==> src/design/arsd_pkg.sv <==
// Shared constants, types and codes for the address region split decoder.
// Depends on nothing; every other file of the block imports it.
package arsd_pkg;

	// Build-time sizing of the decoder.
	localparam int NUM_REGIONS = 4;
	localparam int ADDR_WIDTH = 32;

	// Register file layout: four region slots, then the two enable registers.
	localparam int REG_SLOTS = 4;
	localparam int NUM_SEARCHED = (NUM_REGIONS < REG_SLOTS) ? NUM_REGIONS : REG_SLOTS;
	localparam int SLOT_W = $clog2(REG_SLOTS);
	localparam int REG_IDX_W = 3;
	localparam int CFG_AW = REG_IDX_W + 3;
	localparam int CFG_DW = 64;

	// Field widths of the item channels.
	localparam int FIELD_W = 32;
	localparam int IDX_W = 3;
	// Region end (base + size) never wraps, so it needs one extra bit.
	localparam int END_W = FIELD_W + 1;
	localparam int DIFF_W = END_W + 1;

	// Size of the address space, one past the highest address.
	localparam logic [END_W-1:0] SPACE = END_W'(1) << ADDR_WIDTH;

	// Register indexes beyond the region slots.
	localparam logic [REG_IDX_W-1:0] REG_HANDLER = 3'd4;
	localparam logic [REG_IDX_W-1:0] REG_DEFAULT = 3'd5;

	// Region index reported for the default handler.
	localparam logic [IDX_W-1:0] DEFAULT_IDX = 3'd4;

	// Completion codes of a segment.
	typedef enum logic [1:0] {
		ST_SERVED = 2'd0,
		ST_ABSENT = 2'd1,
		ST_EMPTY  = 2'd2
	} status_t;

	// Commands from the controller to the datapath.
	typedef struct packed {
		logic load;
		logic emit;
	} cmd_t;

	// Status from the datapath to the controller.
	typedef struct packed {
		logic last;
	} sts_t;

endpackage

==> src/design/arsd_datapath.sv <==
// Datapath of the region decoder: register file, access state, region
// comparators and the output register. Depends on arsd_pkg.
module arsd_datapath
	import arsd_pkg::*;
(
	input  logic                clk,
	input  logic                arst_n,
	// Configuration write and read.
	input  logic                psel,
	input  logic                penable,
	input  logic                pwrite,
	input  logic [CFG_AW-1:0]   paddr,
	input  logic [CFG_DW-1:0]   pwdata,
	output logic [CFG_DW-1:0]   prdata,
	// Incoming access.
	input  logic                in_action,
	input  logic [FIELD_W-1:0]  in_start_address,
	input  logic [FIELD_W-1:0]  in_byte_count,
	// Outgoing segment payload.
	output logic [IDX_W-1:0]    out_region_index,
	output logic [FIELD_W-1:0]  out_segment_address,
	output logic [FIELD_W-1:0]  out_segment_length,
	output status_t             out_status,
	output logic                out_last,
	// Controller link.
	input  cmd_t                cmd,
	output sts_t                sts
);

	// Register file.
	logic [CFG_DW-1:0]     region_q [REG_SLOTS];
	logic [END_W-1:0]      end_q [REG_SLOTS];
	logic                  term_q [REG_SLOTS];
	logic [2*REG_SLOTS-1:0] handler_q;
	logic [1:0]            default_q;

	// Access in progress.
	logic [ADDR_WIDTH-1:0] cur_q;
	logic [FIELD_W-1:0]    rem_q;
	logic                  dir_q;
	logic                  empty_q;

	// Output register.
	logic [IDX_W-1:0]      idx_q;
	logic [FIELD_W-1:0]    addr_q;
	logic [FIELD_W-1:0]    len_q;
	status_t               status_q;
	logic                  last_q;

	logic                  cfg_wr;
	logic [REG_IDX_W-1:0]  cfg_idx;

	logic [END_W-1:0]      space_left;
	logic [FIELD_W-1:0]    clip_count;

	logic [DIFF_W-1:0]     lane_d [NUM_SEARCHED];
	logic                  lane_in [NUM_SEARCHED];
	logic                  hit;
	logic                  stop;
	logic [SLOT_W-1:0]     hidx;
	logic [END_W-1:0]      dsel;
	logic [ADDR_WIDTH-1:0] esel;
	logic [DIFF_W-1:0]     diff;
	logic                  fits_all;
	logic                  enabled;

	logic [IDX_W-1:0]      res_idx;
	logic [FIELD_W-1:0]    res_len;
	status_t               res_status;
	logic                  res_last;

	assign cfg_wr  = psel && penable && pwrite;
	assign cfg_idx = paddr[CFG_AW-1:3];

	// Register file writes; the region end is worked out once at write time.
	always_ff @(posedge clk or negedge arst_n) begin
		if (!arst_n) begin
			for (int i = 0; i < REG_SLOTS; i++) begin
				region_q[i] <= '0;
				end_q[i]    <= '0;
				term_q[i]   <= 1'b1;
			end
			handler_q <= '0;
			default_q <= 2'b11;
		end else if (cfg_wr) begin
			for (int i = 0; i < REG_SLOTS; i++) begin
				if (cfg_idx == REG_IDX_W'(i)) begin
					region_q[i] <= pwdata;
					end_q[i]    <= END_W'(pwdata[ADDR_WIDTH-1:0]) + END_W'(pwdata[63:32]);
					term_q[i]   <= (pwdata == '0);
				end
			end
			if (cfg_idx == REG_HANDLER) begin
				handler_q <= pwdata[2*REG_SLOTS-1:0];
			end
			if (cfg_idx == REG_DEFAULT) begin
				default_q <= pwdata[1:0];
			end
		end
	end

	// Register read-back.
	always_comb begin
		if (cfg_idx < REG_IDX_W'(REG_SLOTS)) begin
			prdata = region_q[cfg_idx[SLOT_W-1:0]];
		end else if (cfg_idx == REG_HANDLER) begin
			prdata = CFG_DW'(handler_q);
		end else if (cfg_idx == REG_DEFAULT) begin
			prdata = CFG_DW'(default_q);
		end else begin
			prdata = '0;
		end
	end

	// A byte count that runs past the top of the address space is cut so that the access ends there.
	always_comb begin
		space_left = SPACE - END_W'(in_start_address[ADDR_WIDTH-1:0]);
		if (END_W'(in_byte_count) > space_left) begin
			clip_count = space_left[FIELD_W-1:0];
		end else begin
			clip_count = in_byte_count;
		end
	end

	// One comparator lane per searched region: distance from the address to the region end.
	always_comb begin
		for (int i = 0; i < NUM_SEARCHED; i++) begin
			lane_d[i]  = DIFF_W'(end_q[i]) - DIFF_W'(cur_q);
			lane_in[i] = (cur_q >= region_q[i][ADDR_WIDTH-1:0]) && !lane_d[i][DIFF_W-1]
				&& (lane_d[i] != '0);
		end
	end

	// First matching region wins; an all-zero region ends the search.
	always_comb begin
		hit  = 1'b0;
		stop = 1'b0;
		hidx = '0;
		dsel = '0;
		esel = '0;
		for (int i = 0; i < NUM_SEARCHED; i++) begin
			if (!stop) begin
				if (term_q[i]) begin
					stop = 1'b1;
				end else if (lane_in[i]) begin
					hit  = 1'b1;
					stop = 1'b1;
					hidx = SLOT_W'(i);
					dsel = lane_d[i][END_W-1:0];
					esel = end_q[i][ADDR_WIDTH-1:0];
				end
			end
		end
	end

	// Segment size: the rest of the access or up to the region end, whichever is shorter.
	assign diff     = DIFF_W'(rem_q) - DIFF_W'(dsel);
	assign fits_all = diff[DIFF_W-1] || (diff == '0);
	assign enabled  = hit ? handler_q[{hidx, dir_q}] : default_q[dir_q];

	// Result of this decode cycle.
	always_comb begin
		res_idx    = hit ? IDX_W'(hidx) : DEFAULT_IDX;
		res_len    = rem_q;
		res_status = ST_SERVED;
		res_last   = 1'b1;
		if (empty_q) begin
			res_idx    = '0;
			res_len    = '0;
			res_status = ST_EMPTY;
		end else if (!enabled) begin
			res_len    = '0;
			res_status = ST_ABSENT;
		end else if (hit && !fits_all) begin
			res_len  = dsel[FIELD_W-1:0];
			res_last = 1'b0;
		end
	end

	assign sts.last = res_last;

	// Access state and output register.
	always_ff @(posedge clk) begin
		if (cmd.load) begin
			cur_q   <= in_start_address[ADDR_WIDTH-1:0];
			rem_q   <= clip_count;
			dir_q   <= in_action;
			empty_q <= (in_byte_count == '0);
		end else if (cmd.emit && !res_last) begin
			cur_q <= esel;
			rem_q <= diff[FIELD_W-1:0];
		end
		if (cmd.emit) begin
			idx_q    <= res_idx;
			addr_q   <= FIELD_W'(cur_q);
			len_q    <= res_len;
			status_q <= res_status;
			last_q   <= res_last;
		end
	end

	assign out_region_index    = idx_q;
	assign out_segment_address = addr_q;
	assign out_segment_length  = len_q;
	assign out_status          = status_q;
	assign out_last            = last_q;

`ifndef SYNTH
	// A segment that is not the last moves the address strictly forward.
	a_addr_grows: assert property (@(posedge clk) disable iff (!arst_n)
		(cmd.emit && !res_last) |=> (cur_q > $past(cur_q)))
		else $error("address did not advance after a partial segment");

	// Only a served, non-empty piece can leave bytes for another segment.
	a_partial_served: assert property (@(posedge clk) disable iff (!arst_n)
		(cmd.emit && !res_last) |-> (res_status == ST_SERVED && res_len != '0 && hit))
		else $error("partial segment is not a served region hit");
`endif

endmodule

==> config.mk <==
export PLATFORM = sky130hd
export DESIGN_NAME = arsd_datapath
export DESIGN_NICKNAME = d
export VERILOG_FILES = /design/src/design/arsd_pkg.sv /design/src/design/arsd_datapath.sv
export SDC_FILE = /design/constraint.sdc
export NUM_CORES = 2
export LEC_CHECK = 0
export BUFFER_PORTS_ARGS = -buffer_cell sky130_fd_sc_hd__buf_2
export CAP_MARGIN = 20
export CORE_MARGIN = 5
export CORE_UTILIZATION = 47
export DETAILED_ROUTE_END_ITERATION = 6
export PLACE_DENSITY = 0.67
export SYNTH_ARGS = -nofsm -noshare
export SYNTH_HDL_FRONTEND = slang
export SYNTH_SLANG_ARGS = --single-unit
==> constraint.sdc <==
create_clock -name clk -period 13 [get_ports clk]
set_clock_uncertainty 0.15 [all_clocks]
set_input_delay 1.95 -clock clk [delete_from_list [all_inputs] [get_ports clk]]
set_output_delay 1.95 -clock clk [all_outputs]
set_load 0.05 [all_outputs]
After elaboration in Yosys (flattened, before gate mapping)

Cells that the tools add are included.

Register bits after elaboration: 538
Output and inout bits: 135
Logic and storage cells: 155

$add $sub $neg: 7
$lt $le $gt $ge: 9
Eq/ne operators: 5
Muxes and demuxes: 71
Bitwise operators: 3
Reductions and logical operators: 36

Operators by type and width:

| kind                   | count |
|---|---|
| $mux 32                | 17 |
| $mux 33                | 11 |
| $mux 64                | 3 |
| $reduce_bool 34->1     | 4 |
| $sub 33x32->34         | 4 |
| $bmux 64 s2            | 1 |
| $ge 32x32->1           | 4 |
| $logic_not 64->1       | 1 |
| $logic_not 34->1       | 1 |
| $sub 32x33->34         | 1 |
| $add 32x32->33         | 1 |
| $gt 32x33->1           | 1 |
| $sub 33x32->33 const A | 1 |
| $logic_not 32->1       | 1 |
| $mux 1                 | 29 |
| $mux 2                 | 7 |
| $logic_and 1x1->1      | 12 |
| $reduce_and 2->1       | 6 |
| $mux 8                 | 1 |
| $eq 3x2->1 const B     | 2 |
| $eq 3x3->1 const B     | 2 |
| $logic_not 1->1        | 6 |
| $lt 3x4->1 const B     | 1 |
| $reduce_or 2->1        | 2 |
| 11 further kinds       | 12 |

Longest topological paths before layout

Word-level depth: 27
Mapped depth: 44
Depth with buffers taken out: 41

Worst setup path before layout

No wires, ideal clock.

Path type: register to output
From: reg cur_q[1]
To: out sts
Arrival: 9.111 ns
Required time: 10.900 ns
Path slack: 1.789 ns
Stages on the path, launching flop included: 41
Path buffers: 3
Path through: edfxtp_1 > inv_1 > fa_1 > a211oi_1 > o211ai_1 > nand4_1 > a21oi_1 > a211o_1 > o31ai_2 > o21bai_1 > xor2_1 > or4_1 > or4b_4 > a21bo_2 > nor2_1 > clkbuf_1 > o21a_1 > inv_1 > [5 not listed] > a21o_1 > a21o_1 > a21o_1 > a21o_1 > a21o_1 > or2_2 > o2111ai_1 > o211ai_1 > o21a_2 > xor2_1 > nor4_1 > o2111ai_1 > nor4b_1 > and4_1 > buf_4 > nor2_4 > buf_6 > nand2_1

Cells in the longest elaborated chain, start to end: 23

RTL lines:

| what                                                    | RTL line             | text |
|---|---|---|
| from (decl)                                             | arsd_datapath.sv:38  | `logic [ADDR_WIDTH-1:0] cur_q;` |
| from (signal assigned)                                  | arsd_datapath.sv:185 | `cur_q <= in_start_address[ADDR_WIDTH-1:0];` |
| from (signal assigned)                                  | arsd_datapath.sv:190 | `cur_q <= esel;` |
| branches (longest 21 deep; another with $sub 33x32->34) | n/a                  |  |
| $mux 1 *                                                | arsd_datapath.sv:171 | `end else if (!enabled) begin` |
| $mux 1 *                                                | arsd_datapath.sv:167 | `if (empty_q) begin` |
| to (decl)                                               | arsd_datapath.sv:27  | `output sts_t sts` |

Mark *: on every way between the ends. The select of a mux whose other input is x is not followed.

Worst setup path after layout

From: reg cur_q[10]
To: out sts

The elaborated chain is that of the path after synthesis.

==> reports/metrics.cfg <==
[outcome]
status=finished, final reports clean

[critical_path]
cpPeakStageDelay_ns=0.53
critPathSlowestCell=or4_4
cpMostUsedCell=a21o_1
path_max_fanout=6
required_ns=10.90
path_delay_family=compound AO/OA/AOI/OAI gates
crit_path_start_kind=flip-flop
worstPathBufferInverterCount=4
cp-end-kind=output pin
cp.arrival_ns=10.46
critPathKind=reg2out

[yosys]
syn_area_per_cell_um2=9.10
syn_inst=4391
syn_nets=4892
syn_area_um2=39900
ys_seq_elements=538
ys_warn_count=0
synth_edf_count=136
synth_cell_types=102
synthArstFlopShare_pct=74.7
synth_top_flop_cell=dfrtp_1
ys_seq_area_share_pct=35.4

[pwr]
p_int_w=0.00570
irDropWorstVdd_mv=0.153
p_seq_share_pct=23.2
power_leakage_nw=20.7
switching_power_w=0.00550
sw_frac_of_total_pct=49.1
power_density_nw_per_um2=250
clkPwrFrac_pct=15.2
power_frac_comb_pct=61.6

[floorplan]
die_w_um=302
start_util_pct=47.1
io_pins=277
dieHeight_um=302
die-area_um2=90900
fp-row-count=107
coreArea_um2=84700

[layout]
fin_cells=5815
drive_gt1_share_pct=17.4
fin_area_um2=44800
areaGrowthSynthToFinish_pct=12.1
final_nets=5117

[drt]
drt_pass1_iterations=7
first_iter_violations=3632
antenna_left=0
wl_um=141000
avgViaCountPerCell=6.07
vias=35273
wl_per_cell_um=24.2
route.detailed.drc=0

[placed_design]
place.port_buffers=273
place_congestion=0.976
placedCellCount=5681
hpwl_um=107000
dpl_cell_area_um2=42600
dp_slack_ns=0.860

[global_routing]
grt_pass1_wl_um=211000
overflow=0
grt_usage_pct=30.1
first_global_vias=33955
antenna_found_initial=5
grt_max_degree=150

[sta]
fin_crit_sh_pct=96.6
hold_viol=0
max-slew-margin-rel_pct=25.7
slew_violations=0
period_needed_ns=12.56
tightest_slew_ns=1.12
finalSetupViolCount=0
holdWs_ns=0.324
fmax_mhz=79.6
fin_ws_ns=0.442

[clock_tree]
cts_tree=done
root_buffer=clkbuf_16
numClockSinks=538
cts_buffers=60
clock_latency_ns=0.67
cts_buffer_depth=3
cts_max_level=2
clk_pin_slew_ns=0.06

[flow_run]
max_cap_violations=0

[worst_hold_path]
hold_class=reg2reg

cell families (layout without fill, tap and decap cells):
group / Yosys count / after routing / share of synthesized area, %
AO/OA/AOI/OAI: 1135 / 1135 / 18.8
XOR/XNOR: 162 / 162 / 3.55
adder cells (fa/ha/maj): 359 / 359 / 11.4
buffers and inverters: 445 / 722 / 4.25
flip-flops: 538 / 538 / 35.4
multiplexers: 260 / 260 / 9.11
other: 0 / 3 / 0
AND/OR/NAND/NOR: 1492 / 1492 / 17.5
registers in the layout (all words and copies together), names as in the netlist, 4 cells and up:
| name | cells |
|---|---|
| region_q | 256 |
| end_q | 132 |
| cur_q | 32 |
| out_segment_address | 32 |
| out_segment_length | 32 |
| rem_q | 32 |
| handler_q | 8 |
| term_q | 4 |
routing by layer:
metal	track usage, %	up-vias	part of all wire, %
li1	-	16449	-
met4	12.0	4	4.5
met2	48.6	1257	46
met3	3.53	225	6.2
met5	0	-	0.019
met1	41.6	17338	43
area by class of cell:
type / count / area, µm²
Antenna cell: 3 / 7.51
Clock buffer: 82 / 1690
Clock inverter: 32 / 260
Fill cell: 7861 / 39900
Inverter: 254 / 953
Multi-Input combinational cell: 3408 / 24300
Sequential cell: 538 / 14200
Tap cell: 1144 / 1430
Timing Repair Buffer: 354 / 2030
placed cells by master, fill, tap and decap left out, drive strengths merged, types with 41 or more instances in the layout:
master | synthesis | routed
nand3 | 62 | 62
nor2b | 96 | 96
nor4 | 51 | 51
nor2 | 215 | 215
xor2 | 70 | 70
mux2 | 180 | 180
o21a | 42 | 42
buf | 24 | 352
mux4 | 65 | 65
nand2b | 41 | 41
a21o | 126 | 126
ha | 353 | 353
nand2 | 704 | 704
clkbuf | 167 | 84
dfrtp | 396 | 396
o21ai | 354 | 354
a21oi | 243 | 243
xnor2 | 92 | 92
edfxtp | 136 | 136
nor3 | 77 | 77
inv | 253 | 257
a211oi | 51 | 51
nand4 | 62 | 62
cells in the mapped netlist, types with 65 or more instances:
library cell / instances / share of area (%)
nor3_1: 76 / 0.95
xor2_1: 70 / 1.5
inv_1: 253 / 2.4
nand2_1: 704 / 6.6
nor2_1: 214 / 2.0
clkbuf_1: 167 / 1.6
xnor2_1: 92 / 2.0
mux4_2: 65 / 3.7
a21oi_1: 238 / 3.0
o21ai_0: 344 / 4.3
ha_1: 353 / 11
dfrtp_1: 396 / 25
mux2_2: 180 / 5.1
a21o_1: 126 / 2.4
edfxtp_1: 136 / 10
nor2b_1: 96 / 1.5
final timing paths:
kind                                from  depth (start not counted)  slack, ns            end
max                            cur_q[10]                         40       0.44            sts
min                        region_q[171]                          2       0.32  region_q[171]
max in group asynchronous         arst_n                          2       9.88      end_q[96]
min in group asynchronous         arst_n                          1       1.21   region_q[40]
max reg2reg                    cur_q[10]                         41       1.41       cur_q[1]
min reg2reg                region_q[171]                          2       0.32  region_q[171]
timing repair:
action                                  in CTS  in global routing
hold buffers                                 0                  0
buffers inserted                             0                 15
resized for setup                            0                 21
endpoints found under the hold margin        0                  0
endpoints found under the setup margin       0                  1
power by group through the flow:
| stage | logic (W) | registers [W] | clock network [W] |
|---|---|---|---|
| after floorplan | 0.00465 | 0.00266 | 0 |
| after CTS | 0.00667 | 0.00260 | 0.00173 |
| after detailed placement | 0.00662 | 0.00263 | 0 |
| after global routing | 0.00751 | 0.00263 | 0.00179 |
| final | 0.00691 | 0.00260 | 0.00170 |
| after global placement | 0.00657 | 0.00262 | 0 |
worst min-delay path, stage by stage, from the launching register on:
cell and delay (ns):
dfrtp_1 0.34, nand2_1 0.05, nand2_1 0.05
through the flow:
step	setup TNS (ns)	util (%)	power (W)
finish	0	52.9	0.0112
floorplan	0	-	0.00731
global placement	0	50.2	0.00919
global route	-0.000357	52.9	0.0119
detailed placement	0	50.2	0.00925
CTS	0	52.6	0.0110
Note: power is estimated with default switching activity, not from simulation.
